`src/hw/rtl/cfb_pkg.sv`:
```
// shared types and constants of the checksummed frame builder
package cfb_pkg;

  localparam int unsigned QUEUE_DEPTH = 4;

  localparam logic [7:0] STUFF_TRIGGER = 8'hFF;
  localparam logic [7:0] STUFF_BYTE    = 8'h55;
  localparam logic [7:0] LEN_OFFSET    = 8'd8;
  localparam logic [7:0] ZERO_BYTE     = 8'h00;

  // header positions inside the back sequencer
  localparam logic [3:0] HEAD_SECOND_IDX = 4'd1;
  localparam logic [3:0] HEAD_LEN_IDX    = 4'd2;
  localparam logic [3:0] HEAD_LAST_IDX   = 4'd9;

  typedef enum logic {
    ACT_START = 1'b0,
    ACT_DATA  = 1'b1
  } action_e;

  typedef enum logic {
    REG_FIRST_HDR  = 1'b0,
    REG_SECOND_HDR = 1'b1
  } reg_index_e;

  typedef enum logic [4:0] {
    ST_IDLE        = 5'b00001,
    ST_HEAD        = 5'b00010,
    ST_DATA_STUFF  = 5'b00100,
    ST_CSUM        = 5'b01000,
    ST_CSUM_STUFF  = 5'b10000
  } back_state_e;

  // one classified item as it travels from front to back
  typedef struct packed {
    logic       start;   // frame header record
    logic [7:0] byte_a;  // length byte on start, payload byte otherwise
    logic [7:0] cmd;     // command byte, start only
    logic       stuff;   // payload byte needs a trailing stuff byte
    logic       close;   // checksum follows this record
    logic [7:0] csum;    // checksum value when close is set
  } rec_t;

endpackage

```
`src/hw/rtl/cfb_front.sv`:
```
// front end: accepts input beats, tracks length and running sum, classifies
module cfb_front (
  input  logic          clk_i,
  input  logic          rst_ni,
  input  logic          s_axis_tvalid_i,
  output logic          s_axis_tready_o,
  input  logic [23:0]   s_axis_tdata_i,   // frame_command, payload_length, data_byte
  input  logic          s_axis_tuser_i,   // action
  output logic          push_valid_o,
  output cfb_pkg::rec_t push_rec_o,
  input  logic          push_ready_i
);

  logic [7:0] rem_q, rem_d;
  logic [7:0] sum_q, sum_d;
  logic [7:0] cmd, len, dat, len_byte, sum_a;
  logic       accept;

  assign cmd      = s_axis_tdata_i[7:0];
  assign len      = s_axis_tdata_i[15:8];
  assign dat      = s_axis_tdata_i[23:16];
  assign len_byte = len + cfb_pkg::LEN_OFFSET;
  assign sum_a    = sum_q + dat;

  assign s_axis_tready_o = push_ready_i;
  assign accept          = s_axis_tvalid_i && push_ready_i;

  always_comb begin
    push_valid_o = 1'b0;
    push_rec_o   = '0;
    rem_d        = rem_q;
    sum_d        = sum_q;
    if (accept) begin
      if (s_axis_tuser_i == cfb_pkg::ACT_START) begin
        push_valid_o      = 1'b1;
        push_rec_o.start  = 1'b1;
        push_rec_o.byte_a = len_byte;
        push_rec_o.cmd    = cmd;
        push_rec_o.close  = (len == cfb_pkg::ZERO_BYTE);
        push_rec_o.csum   = len_byte + cmd;
        rem_d             = len;
        sum_d             = len_byte + cmd;
      end else if (rem_q != cfb_pkg::ZERO_BYTE) begin
        // payload beats past the length are dropped
        push_valid_o      = 1'b1;
        push_rec_o.byte_a = dat;
        push_rec_o.stuff  = (dat == cfb_pkg::STUFF_TRIGGER);
        push_rec_o.close  = (rem_q == 8'd1);
        sum_d             = push_rec_o.stuff ? sum_a + cfb_pkg::STUFF_BYTE : sum_a;
        push_rec_o.csum   = sum_d;
        rem_d             = rem_q - 8'd1;
      end
    end
  end

  always_ff @(posedge clk_i or negedge rst_ni) begin
    if (!rst_ni) begin
      rem_q <= '0;
      sum_q <= '0;
    end else begin
      rem_q <= rem_d;
      sum_q <= sum_d;
    end
  end

endmodule

```
`src/hw/rtl/cfb_queue.sv`:
```
// short record queue between front and back
module cfb_queue #(
  parameter int unsigned Depth = cfb_pkg::QUEUE_DEPTH
) (
  input  logic          clk_i,
  input  logic          rst_ni,
  input  logic          push_valid_i,
  input  cfb_pkg::rec_t push_rec_i,
  output logic          push_ready_o,
  output logic          pop_valid_o,
  output cfb_pkg::rec_t pop_rec_o,
  input  logic          pop_i
);

  localparam int unsigned PtrW = (Depth > 1) ? $clog2(Depth) : 1;
  localparam int unsigned CntW = $clog2(Depth + 1);
  localparam logic [PtrW-1:0] LastPtr = PtrW'(Depth - 1);
  localparam logic [CntW-1:0] FullCnt = CntW'(Depth);

  cfb_pkg::rec_t  mem_q [Depth];
  logic [PtrW-1:0] wr_q, wr_d, rd_q, rd_d;
  logic [CntW-1:0] cnt_q, cnt_d;
  logic            do_push, do_pop;

  assign push_ready_o = (cnt_q != FullCnt);
  assign pop_valid_o  = (cnt_q != '0);
  assign pop_rec_o    = mem_q[rd_q];
  assign do_push      = push_valid_i && push_ready_o;
  assign do_pop       = pop_i && pop_valid_o;

  always_comb begin
    wr_d  = wr_q;
    rd_d  = rd_q;
    cnt_d = cnt_q;
    if (do_push) begin
      wr_d = (wr_q == LastPtr) ? '0 : wr_q + PtrW'(1);
    end
    if (do_pop) begin
      rd_d = (rd_q == LastPtr) ? '0 : rd_q + PtrW'(1);
    end
    if (do_push && !do_pop) begin
      cnt_d = cnt_q + CntW'(1);
    end else if (!do_push && do_pop) begin
      cnt_d = cnt_q - CntW'(1);
    end
  end

  always_ff @(posedge clk_i or negedge rst_ni) begin
    if (!rst_ni) begin
      wr_q  <= '0;
      rd_q  <= '0;
      cnt_q <= '0;
    end else begin
      wr_q  <= wr_d;
      rd_q  <= rd_d;
      cnt_q <= cnt_d;
    end
  end

  always_ff @(posedge clk_i) begin
    if (do_push) begin
      mem_q[wr_q] <= push_rec_i;
    end
  end

endmodule

```
`src/hw/rtl/cfb_back.sv`:
```
// back end: expands records into wire bytes, holds sync registers and output stage
module cfb_back (
  input  logic          clk_i,
  input  logic          rst_ni,
  input  logic          cfg_we_i,
  input  logic          cfg_index_i,
  input  logic [7:0]    cfg_wdata_i,
  input  logic          rec_valid_i,
  input  cfb_pkg::rec_t rec_i,
  output logic          rec_pop_o,
  output logic          m_axis_tvalid_o,
  input  logic          m_axis_tready_i,
  output logic [7:0]    m_axis_tdata_o,
  output logic          m_axis_tlast_o
);

  cfb_pkg::back_state_e state_q, state_d;
  cfb_pkg::rec_t        cur_q;
  logic [3:0]           idx_q, idx_d;
  logic [7:0]           hdr0_q, hdr1_q;
  logic                 out_valid_q, out_valid_d;
  logic [7:0]           out_byte_q, out_byte_d;
  logic                 out_last_q, out_last_d;
  logic                 out_free, emit;
  logic [7:0]           nbyte;
  logic                 nlast;

  assign out_free  = !out_valid_q || m_axis_tready_i;
  assign emit      = out_free && ((state_q != cfb_pkg::ST_IDLE) || rec_valid_i);
  assign rec_pop_o = out_free && (state_q == cfb_pkg::ST_IDLE) && rec_valid_i;

  always_comb begin
    state_d = state_q;
    idx_d   = idx_q;
    nbyte   = cfb_pkg::ZERO_BYTE;
    nlast   = 1'b0;
    case (state_q)
      cfb_pkg::ST_IDLE: begin
        if (rec_i.start) begin
          nbyte   = hdr0_q;
          idx_d   = cfb_pkg::HEAD_SECOND_IDX;
          state_d = cfb_pkg::ST_HEAD;
        end else begin
          nbyte = rec_i.byte_a;
          if (rec_i.stuff) begin
            state_d = cfb_pkg::ST_DATA_STUFF;
          end else if (rec_i.close) begin
            state_d = cfb_pkg::ST_CSUM;
          end
        end
      end
      cfb_pkg::ST_HEAD: begin
        case (idx_q)
          cfb_pkg::HEAD_SECOND_IDX: nbyte = hdr1_q;
          cfb_pkg::HEAD_LEN_IDX:    nbyte = cur_q.byte_a;
          cfb_pkg::HEAD_LAST_IDX:   nbyte = cur_q.cmd;
          default:                  nbyte = cfb_pkg::ZERO_BYTE;
        endcase
        if (idx_q == cfb_pkg::HEAD_LAST_IDX) begin
          state_d = cur_q.close ? cfb_pkg::ST_CSUM : cfb_pkg::ST_IDLE;
        end else begin
          idx_d = idx_q + 4'd1;
        end
      end
      cfb_pkg::ST_DATA_STUFF: begin
        nbyte   = cfb_pkg::STUFF_BYTE;
        state_d = cur_q.close ? cfb_pkg::ST_CSUM : cfb_pkg::ST_IDLE;
      end
      cfb_pkg::ST_CSUM: begin
        nbyte = cur_q.csum;
        if (cur_q.csum == cfb_pkg::STUFF_TRIGGER) begin
          state_d = cfb_pkg::ST_CSUM_STUFF;
        end else begin
          nlast   = 1'b1;
          state_d = cfb_pkg::ST_IDLE;
        end
      end
      cfb_pkg::ST_CSUM_STUFF: begin
        nbyte   = cfb_pkg::STUFF_BYTE;
        nlast   = 1'b1;
        state_d = cfb_pkg::ST_IDLE;
      end
      default: begin
        state_d = cfb_pkg::ST_IDLE;
      end
    endcase
  end

  always_comb begin
    out_valid_d = out_valid_q;
    out_byte_d  = out_byte_q;
    out_last_d  = out_last_q;
    if (emit) begin
      out_valid_d = 1'b1;
      out_byte_d  = nbyte;
      out_last_d  = nlast;
    end else if (m_axis_tready_i) begin
      out_valid_d = 1'b0;
    end
  end

  always_ff @(posedge clk_i or negedge rst_ni) begin
    if (!rst_ni) begin
      state_q     <= cfb_pkg::ST_IDLE;
      idx_q       <= '0;
      out_valid_q <= 1'b0;
      hdr0_q      <= cfb_pkg::STUFF_TRIGGER;
      hdr1_q      <= cfb_pkg::STUFF_TRIGGER;
    end else begin
      if (emit) begin
        state_q <= state_d;
        idx_q   <= idx_d;
      end
      out_valid_q <= out_valid_d;
      if (cfg_we_i) begin
        case (cfg_index_i)
          cfb_pkg::REG_FIRST_HDR:  hdr0_q <= cfg_wdata_i;
          cfb_pkg::REG_SECOND_HDR: hdr1_q <= cfg_wdata_i;
          default: ;
        endcase
      end
    end
  end

  always_ff @(posedge clk_i) begin
    out_byte_q <= out_byte_d;
    out_last_q <= out_last_d;
    if (rec_pop_o) begin
      cur_q <= rec_i;
    end
  end

  assign m_axis_tvalid_o = out_valid_q;
  assign m_axis_tdata_o  = out_byte_q;
  assign m_axis_tlast_o  = out_last_q;

endmodule

```
`src/hw/rtl/checksummed_frame_builder_ff_stuffing.sv`:
```
// top level: byte-stuffed link frame builder with additive checksum
// an accepted beat is queued as a record, then its first byte is registered at the output
// throughput: one byte per cycle from the back sequencer unless the output stalls; a start
//   beat gives 10 to 12 bytes, a payload beat 1 to 4; input runs ahead by the queue depth
// input beats are taken one per cycle while the record queue has room
// reset: asynchronous active low, clears length, sum, queue and output stage;
//   both sync bytes return to 0xff
module checksummed_frame_builder_ff_stuffing #(
  parameter int unsigned QueueDepth = cfb_pkg::QUEUE_DEPTH
) (
  input  logic        clk_i,
  input  logic        rst_ni,
  // configuration writes, index 0 first sync byte, index 1 second sync byte
  input  logic        cfg_we_i,
  input  logic        cfg_index_i,
  input  logic [7:0]  cfg_wdata_i,
  // input stream
  input  logic        s_axis_tvalid_i,
  output logic        s_axis_tready_o,
  input  logic [23:0] s_axis_tdata_i,   // frame_command, payload_length, data_byte
  input  logic        s_axis_tuser_i,   // action
  // output stream
  output logic        m_axis_tvalid_o,
  input  logic        m_axis_tready_i,
  output logic [7:0]  m_axis_tdata_o,   // out_byte
  output logic        m_axis_tlast_o    // frame_end
);

  // classified records from front to queue
  logic          push_valid, push_ready;
  cfb_pkg::rec_t push_rec;
  // records from queue to back
  logic          pop_valid, pop;
  cfb_pkg::rec_t pop_rec;

  // front keeps the remaining count and running sum, so the checksum is known on entry
  cfb_front u_front (
    .clk_i           (clk_i),
    .rst_ni          (rst_ni),
    .s_axis_tvalid_i (s_axis_tvalid_i),
    .s_axis_tready_o (s_axis_tready_o),
    .s_axis_tdata_i  (s_axis_tdata_i),
    .s_axis_tuser_i  (s_axis_tuser_i),
    .push_valid_o    (push_valid),
    .push_rec_o      (push_rec),
    .push_ready_i    (push_ready)
  );

  // decouples input acceptance from byte expansion
  cfb_queue #(
    .Depth (QueueDepth)
  ) u_queue (
    .clk_i        (clk_i),
    .rst_ni       (rst_ni),
    .push_valid_i (push_valid),
    .push_rec_i   (push_rec),
    .push_ready_o (push_ready),
    .pop_valid_o  (pop_valid),
    .pop_rec_o    (pop_rec),
    .pop_i        (pop)
  );

  // back sequencer walks header, payload, stuff and checksum bytes
  cfb_back u_back (
    .clk_i           (clk_i),
    .rst_ni          (rst_ni),
    .cfg_we_i        (cfg_we_i),
    .cfg_index_i     (cfg_index_i),
    .cfg_wdata_i     (cfg_wdata_i),
    .rec_valid_i     (pop_valid),
    .rec_i           (pop_rec),
    .rec_pop_o       (pop),
    .m_axis_tvalid_o (m_axis_tvalid_o),
    .m_axis_tready_i (m_axis_tready_i),
    .m_axis_tdata_o  (m_axis_tdata_o),
    .m_axis_tlast_o  (m_axis_tlast_o)
  );

endmodule

```
`config.mk`:
```
export PLATFORM = sky130hd
export DESIGN_NAME = checksummed_frame_builder_ff_stuffing
export DESIGN_NICKNAME = d
export VERILOG_FILES = /design/src/hw/rtl/cfb_pkg.sv /design/src/hw/rtl/cfb_front.sv /design/src/hw/rtl/cfb_queue.sv /design/src/hw/rtl/cfb_back.sv /design/src/hw/rtl/checksummed_frame_builder_ff_stuffing.sv
export SDC_FILE = /design/constraint.sdc
export NUM_CORES = 1
export LEC_CHECK = 0
export BUFFER_PORTS_ARGS = -buffer_cell sky130_fd_sc_hd__buf_4
export CORE_MARGIN = 2
export CORE_UTILIZATION = 60
export DETAILED_ROUTE_END_ITERATION = 16
export PLACE_DENSITY_LB_ADDON = 0.08
export SYNTH_ARGS = -nofsm -noshare
export SYNTH_HDL_FRONTEND = slang
export SYNTH_HIERARCHICAL = 1
export SYNTH_SLANG_ARGS = --single-unit
```
`constraint.sdc`:
```
create_clock -name clk_i -period 4.85 [get_ports clk_i]
set_input_delay 0.485 -clock clk_i [delete_from_list [all_inputs] [get_ports clk_i]]
set_output_delay 0.485 -clock clk_i [all_outputs]
set_load 0.01 [all_outputs]
```
# [After elaboration in Yosys (flattened, before gate mapping)]
# Memories as Yosys holds them, arrays and structs flattened.
# Cells that the tools add are included.
[op_classes] addsub=10 n_eq_ne=20 n_mux=39 n_bitwise=1 n_reduce_logical=25
[ops] operator="8-bit 2-to-1 mux" n=9
[ops] operator="8-bit case mux with 4 select lines" n=1
[ops] operator="27-bit 2-to-1 mux" n=1
[ops] operator="5-bit 2-to-1 mux" n=5
[ops] operator="8-bit case mux with 3 select lines" n=1
[ops] operator="5-bit case mux with 4 select lines" n=1
[ops] operator="8-bit adder" n=2
[ops] operator="8-bit == test (second input constant)" n=2
[ops] operator="4-bit 2-to-1 mux" n=3
[ops] operator="1-bit 2-to-1 mux" n=10
[ops] operator="10-bit 2-to-1 mux" n=1
[ops] operator="9-bit 2-to-1 mux" n=1
[ops] operator="8-bit by 4-bit adder with 8-bit output (second input constant)" n=1
[ops] operator="8-bit by 7-bit adder with 8-bit output (second input constant)" n=1
[ops] operator="8-bit by 1-bit == test with 1-bit output (second input constant)" n=1
[ops] operator="1-bit logical AND" n=8
[ops] operator="8-bit logical NOT" n=1
[ops] operator="4-bit case mux with 2 select lines" n=1
[ops] operator="8-bit nonzero test" n=1
[ops] operator="8-bit by 1-bit subtractor with 8-bit output (second input constant)" n=1
[ops] operator="3-bit 2-to-1 mux" n=2
[ops] operator="2-bit by 1-bit inequality test with 1-bit output (second input constant)" n=3
[ops] operator="2-bit AND reduction" n=3
[ops] operator="2-bit nonzero test" n=3
[ops] operator="other kinds (26)" n=32
[totals] ff_bits=83 ram_bits=108 out_inout_bits=11 elab_cells=112 mem_count=1
[mem_list] memory="u_queue.mem_q" words=4 word_bits=27 read_ports=1 rd_clocked_by_memory_dff=0 wr=1 line_no="cfb_queue.sv:20" rtl="cfb_pkg::rec_t mem_q [Depth];"

# [Longest topological paths before layout]
[logic_depth] ltp_word=9 depth_mapped=13 depth_no_buf=13

# [By module]
# Netlist, hierarchy kept.
[modules_own_cells] module="cfb_queue" n_inst=1 cells_each=177 area_each_um2=4330.4 seq_area_each_um2=3418.3
[modules_own_cells] module="cfb_back" n_inst=1 cells_each=203 area_each_um2=2800.2 seq_area_each_um2=1692.9
[modules_own_cells] module="cfb_front" n_inst=1 cells_each=245 area_each_um2=1906.8 seq_area_each_um2=400.4

# [Worst setup path before layout]
# Ideal clock, no wire load.
[synth_timing] kind="register to register" from="reg u_back.state_q[3]" to="reg u_queue.cnt_q[1]" arrival_time_ps=4286 setup_slack_ps=439 stages_incl_launch_ff=11 period_less_slack_ps=4411 path_cell_list="dfrtp_1 -> buf_6 -> nor3_2 -> nand2_1 -> clkbuf_1 -> nor3_1 -> nand2_1 -> ha_1 -> inv_1 -> fa_1 -> mux2_2"
[synth_between] elab_chain_cells=7 elab_cells_between_ends=9
[synth_lines] element="start, declared" line_no="cfb_back.sv:17" rtl="cfb_pkg::back_state_e state_q, state_d;"
[synth_lines] element="start signal, assigned" line_no="cfb_back.sv:104" rtl="state_q <= cfb_pkg::ST_IDLE;"
[synth_lines] element="start signal, assigned" line_no="cfb_back.sv:111" rtl="state_q <= state_d;"
[synth_lines] element="5-bit by 1-bit == test with 1-bit output" line_no="cfb_back.sv:30" rtl="assign rec_pop_o = out_free && (state_q == cfb_pkg::ST_IDLE) && rec_valid_i;"
[synth_lines] element="1-bit logical AND (2 in series)" line_no="cfb_back.sv:30"
[synth_lines] element="named net pop" line_no="checksummed_frame_builder_ff_stuffing.sv:33" rtl="logic pop_valid, pop;"
[synth_lines] element="1-bit logical AND" line_no="cfb_queue.sv:29" rtl="assign do_pop = pop_i && pop_valid_o;"
[synth_lines] element="1-bit logical NOT" line_no="cfb_queue.sv:41" rtl="if (do_push && !do_pop) begin"
[synth_lines] element="1-bit logical AND" line_no="cfb_queue.sv:41"
[synth_lines] element="3-bit 2-to-1 mux" line_no="cfb_queue.sv:41"
[synth_lines] element="named net u_queue.cnt_d[1]" line_no="cfb_queue.sv:22" rtl="logic [CntW-1:0] cnt_q, cnt_d;"
[synth_lines] element="end signal, assigned" line_no="cfb_queue.sv:56" rtl="cnt_q <= cnt_d;"
[synth_lines] element="end, declared" line_no="cfb_queue.sv:22"
# The timed path passes the listed nets, and every way through them passes these cells.
# A chain may end at the register's enable or synchronous reset.

# [Final worst setup path]
[layout_timing] from="reg u_queue.cnt_q[0]" to="reg u_queue.cnt_q[1]"
[layout_between] elab_cells_between_ends=16
[layout_rtl] element="3-bit inequality test" line_no="cfb_queue.sv:25" rtl="assign push_ready_o = (cnt_q != FullCnt);"
[layout_rtl] element="1-bit logical AND" line_no="cfb_front.sv:26" rtl="assign accept = s_axis_tvalid_i && push_ready_i;"
[layout_rtl] element="1-bit 2-to-1 mux" line_no="cfb_front.sv:33" rtl="if (accept) begin"
[layout_rtl] element="named net push_valid" line_no="checksummed_frame_builder_ff_stuffing.sv:30" rtl="logic push_valid, push_ready;"
[layout_rtl] element="1-bit logical AND" line_no="cfb_queue.sv:28" rtl="assign do_push = push_valid_i && push_ready_o;"
[layout_rtl] element="named net u_queue.do_push" line_no="cfb_queue.sv:23" rtl="logic do_push, do_pop;"
[layout_rtl] element="1-bit logical AND" line_no="cfb_queue.sv:41"
[layout_rtl] element="3-bit 2-to-1 mux" line_no="cfb_queue.sv:41"
[layout_rtl] element="named net u_queue.cnt_d[1]" line_no="cfb_queue.sv:22"
# The timed path passes the listed nets, and every way through them passes these cells. The select of a mux whose other input is x is not followed.

==> flow_metrics.py <==
metrics = {
    "clock_network": {
        "path_clk_slew_ps": 70,
        "clk-insertion-delay-late_ps": 420,
        "post_cts_buffers": 0,
        "cts_tree": "built",
        "cts.repair.resized": 0,
        "numCtsBuffers": 17,
        "clock_path_buffers": 2,
        "cts_root_buf": "clkbuf_16",
        "cts_hold_buf": 0,
        "htreeDepth": 4,
        "cts.sinks": 191,
    },
    "drt": {
        "wl_mm": 18.4,
        "firstDrtPassIters": 5,
        "drt-initial-drc-count": 385,
        "route.detailed.drc": 0,
        "num_vias": 5429,
        "wl_per_cell_um": 21.2,
        "final_antenna_net_count": 0,
        "routed_via_density": 6.26,
    },
    "floorplan": {
        "num_rows": 44,
        "die_area_mm2": 0.0161,
        "start_util": 0.617,
        "die_y_um": 127,
        "die_w_um": 127,
        "fp.coreArea_mm2": 0.0146,
        "boundaryPins": 50,
    },
    "outcome": {
        "status": "finished clean",
    },
    "sta": {
        "skew_ps": 10.1,
        "fin_setup_tns_ps": 0,
        "period_minus_slack_ps": 3410,
        "finalCritPeriodShare": 0.702,
        "finalHoldViolCount": 0,
        "grt_setup_unrepaired": "false",
        "relSlewSlack": 0.347,
        "maxSlewViolCount": 0,
        "fmax_mhz": 294,
        "setup_violations": 0,
        "tightest_slew_ps": 977,
    },
    "final_layout": {
        "syn2layout_area_growth_pct": 11.6,
        "layout.cells.most_common": "edfxtp_1",
        "fillers": 1013,
        "diodes": 0,
        "layout_common_cells": "142 x edfxtp_1, 52 x buf_4, 38 x nor2_1",
        "nets": 740,
        "drive_gt1_frac": 0.266,
        "multi_input_area_mm2": 0.00330,
        "regArea_mm2": 0.00551,
        "finish.utilization": 0.689,
    },
    "critical_path": {
        "crit_required_ps": 5160,
        "timing.rr.end": "u_queue/cnt_q[1]",
        "start_kind": "register",
        "rr_startpoint": "u_queue/cnt_q[0]",
        "r2r_cells": 9,
        "cp.arrival_ps": 3720,
        "crit_type": "reg -> reg",
        "critPathMaxFanout": 16,
        "critPathCaptureType": "register",
        "ff2ff_setup_slack_ps": 1440,
    },
    "pwr": {
        "power_frac_clock": 0.217,
        "power_switching_mw": 2.03,
        "p_per_area_mw_per_mm2": 598,
        "pwr-share-seq": 0.437,
        "leakage_nw": 3.78,
        "power_mw": 6.03,
        "swShare": 0.337,
        "power.internal_mw": 4.00,
        "vdd_drop_max_uv": 352,
        "power_frac_comb": 0.347,
    },
    "synthesis": {
        "syn-num-nets": 695,
        "postSynthAreaPerCell_um2": 14.5,
        "synth_cell_type_count": 82,
        "synth-async-reset-ratio": 0.257,
        "synth-seq-cells": 191,
        "synth_flop_cell": "edfxtp_1",
        "synth_cells": 625,
        "seq_area_frac_synth": 0.610,
        "yosys_warnings": 6,
        "mappedNetlistArea_mm2": 0.00904,
        "synth_enable_flop_cells": 142,
    },
    "placement": {
        "hpwl_mm": 13.1,
        "portBuffers": 49,
        "place_congestion": 0.944,
    },
    "worst_hold_path": {
        "hp-class": "in -> async",
    },
    "grt": {
        "grt_first_pass_wirelength_mm": 29.3,
        "grt_max_degree": 50,
        "grt_pass1_vias": 5493,
        "grtUsageTotal": 0.243,
        "antenna_found_initial": 0,
        "gr-total-overflow": 0,
    },
    "flow_run": {
        "maxCapViolations": 0,
    },
}
[flip-flops by register name, indices dropped and copies added, names as in the netlist]
signal	flops
u_back/m_axis_tvalid_o	1
u_back/idx_q	4
u_front/rem_q	8
u_back/cur_q	25
u_back/m_axis_tlast_o	1
u_queue/mem_q	108
u_queue/rd_q	2
u_back/m_axis_tdata_o	8
u_queue/wr_q	2
u_back/hdr0_q	8
u_back/state_q	5
u_back/hdr1_q	8
u_queue/cnt_q	3
u_front/sum_q	8
[through the flow]
stage	setup slack (ps)	hold slack [ps]	cell area [µm²]	cells
floorplan	439	189	9040	625
global placement	1600	464	9530	835
detailed placement	1510	479	9530	835
CTS	1480	118	10100	867
global route	1260	147	10100	867
finish	1440	114	10100	867
[per-layer routing]
metal,up-vias,track usage,wire [µm]
met5,-,0,0
met1,2733,0.326,8010
met2,165,0.403,9230
li1,2502,-,-
met3,29,0.0472,751
met4,0,0.0873,435
[power by group through the flow]
stage | registers, mW | logic, mW | clock network (mW)
4_1_cts | 2.63 | 2.09 | 1.33
6_report | 2.63 | 2.09 | 1.31
3_5_place_dp | 2.66 | 2.09 | 0
2_1_floorplan | 2.55 | 1.63 | 0
5_1_grt | 2.68 | 2.28 | 1.40
3_3_place_gp | 2.64 | 2.03 | 0
[worst max-delay path by stage]
stage / start / end / cells past startpoint / slack (ps)
after floorplan: u_back/state_q[3] / u_queue/cnt_q[1] / 10 / 440
after global placement: u_queue/cnt_q[1] / u_queue/cnt_q[1] / 9 / 1600
after detailed placement: u_queue/cnt_q[0] / u_queue/cnt_q[1] / 9 / 1510
after CTS: u_queue/cnt_q[0] / u_queue/cnt_q[1] / 9 / 1480
after global routing: u_queue/cnt_q[1] / u_queue/cnt_q[1] / 9 / 1260
final: u_queue/cnt_q[0] / u_queue/cnt_q[1] / 9 / 1440
[synthesized netlist by cell type (5+ instances only)]
cell,n,area [µm²]
nand2_1,30,113
mux2_2,24,270
and3_1,10,62.6
buf_2,7,35.0
xnor2_1,17,149
nor2_1,38,143
a21oi_1,26,130
ha_1,28,350
dfstp_2,17,447
o21ai_0,16,80.1
dfrtp_1,32,801
mux2i_1,19,190
xor2_1,8,70.1
nand4_1,6,37.5
a21o_1,7,52.6
a22oi_1,14,105
clkbuf_1,13,48.8
nor3_1,9,45.0
o2bb2ai_1,9,78.8
inv_1,22,82.6
nand3_1,8,40.0
edfxtp_1,142,4260
mux4_2,27,608
o22ai_1,5,31.3
[kinds of logic after synthesis]
group                      synth area share
xor gates and xnor gates             0.0242
buffers and inverters                0.0253
muxes                                 0.122
and+or+nand+nor                      0.0853
adders and majority gates            0.0454
AOI/OAI and AO/OA                    0.0883
DFF                                   0.610
[worst max-delay path, cell delays in order, from the launching register on]
cell and delay, ps:
dfrtp_1 440, or3b_4 430, and2_1 350, nand2_1 440, clkinv_1 390, and2_4 270, ha_1 220, inv_1 70
fa_1 400, mux2_2 270
[area by class of cell]
type / count / area share
flip-flops and latches: 191 / 0.546
multi-input cells: 384 / 0.327
clock buffers: 17 / 0.0422
repair buffers: 52 / 0.0387
well taps: 184 / 0.0228
clock inverters: 15 / 0.0138
inverters: 24 / 0.00893
Note: power is estimated with default switching activity, not from simulation.
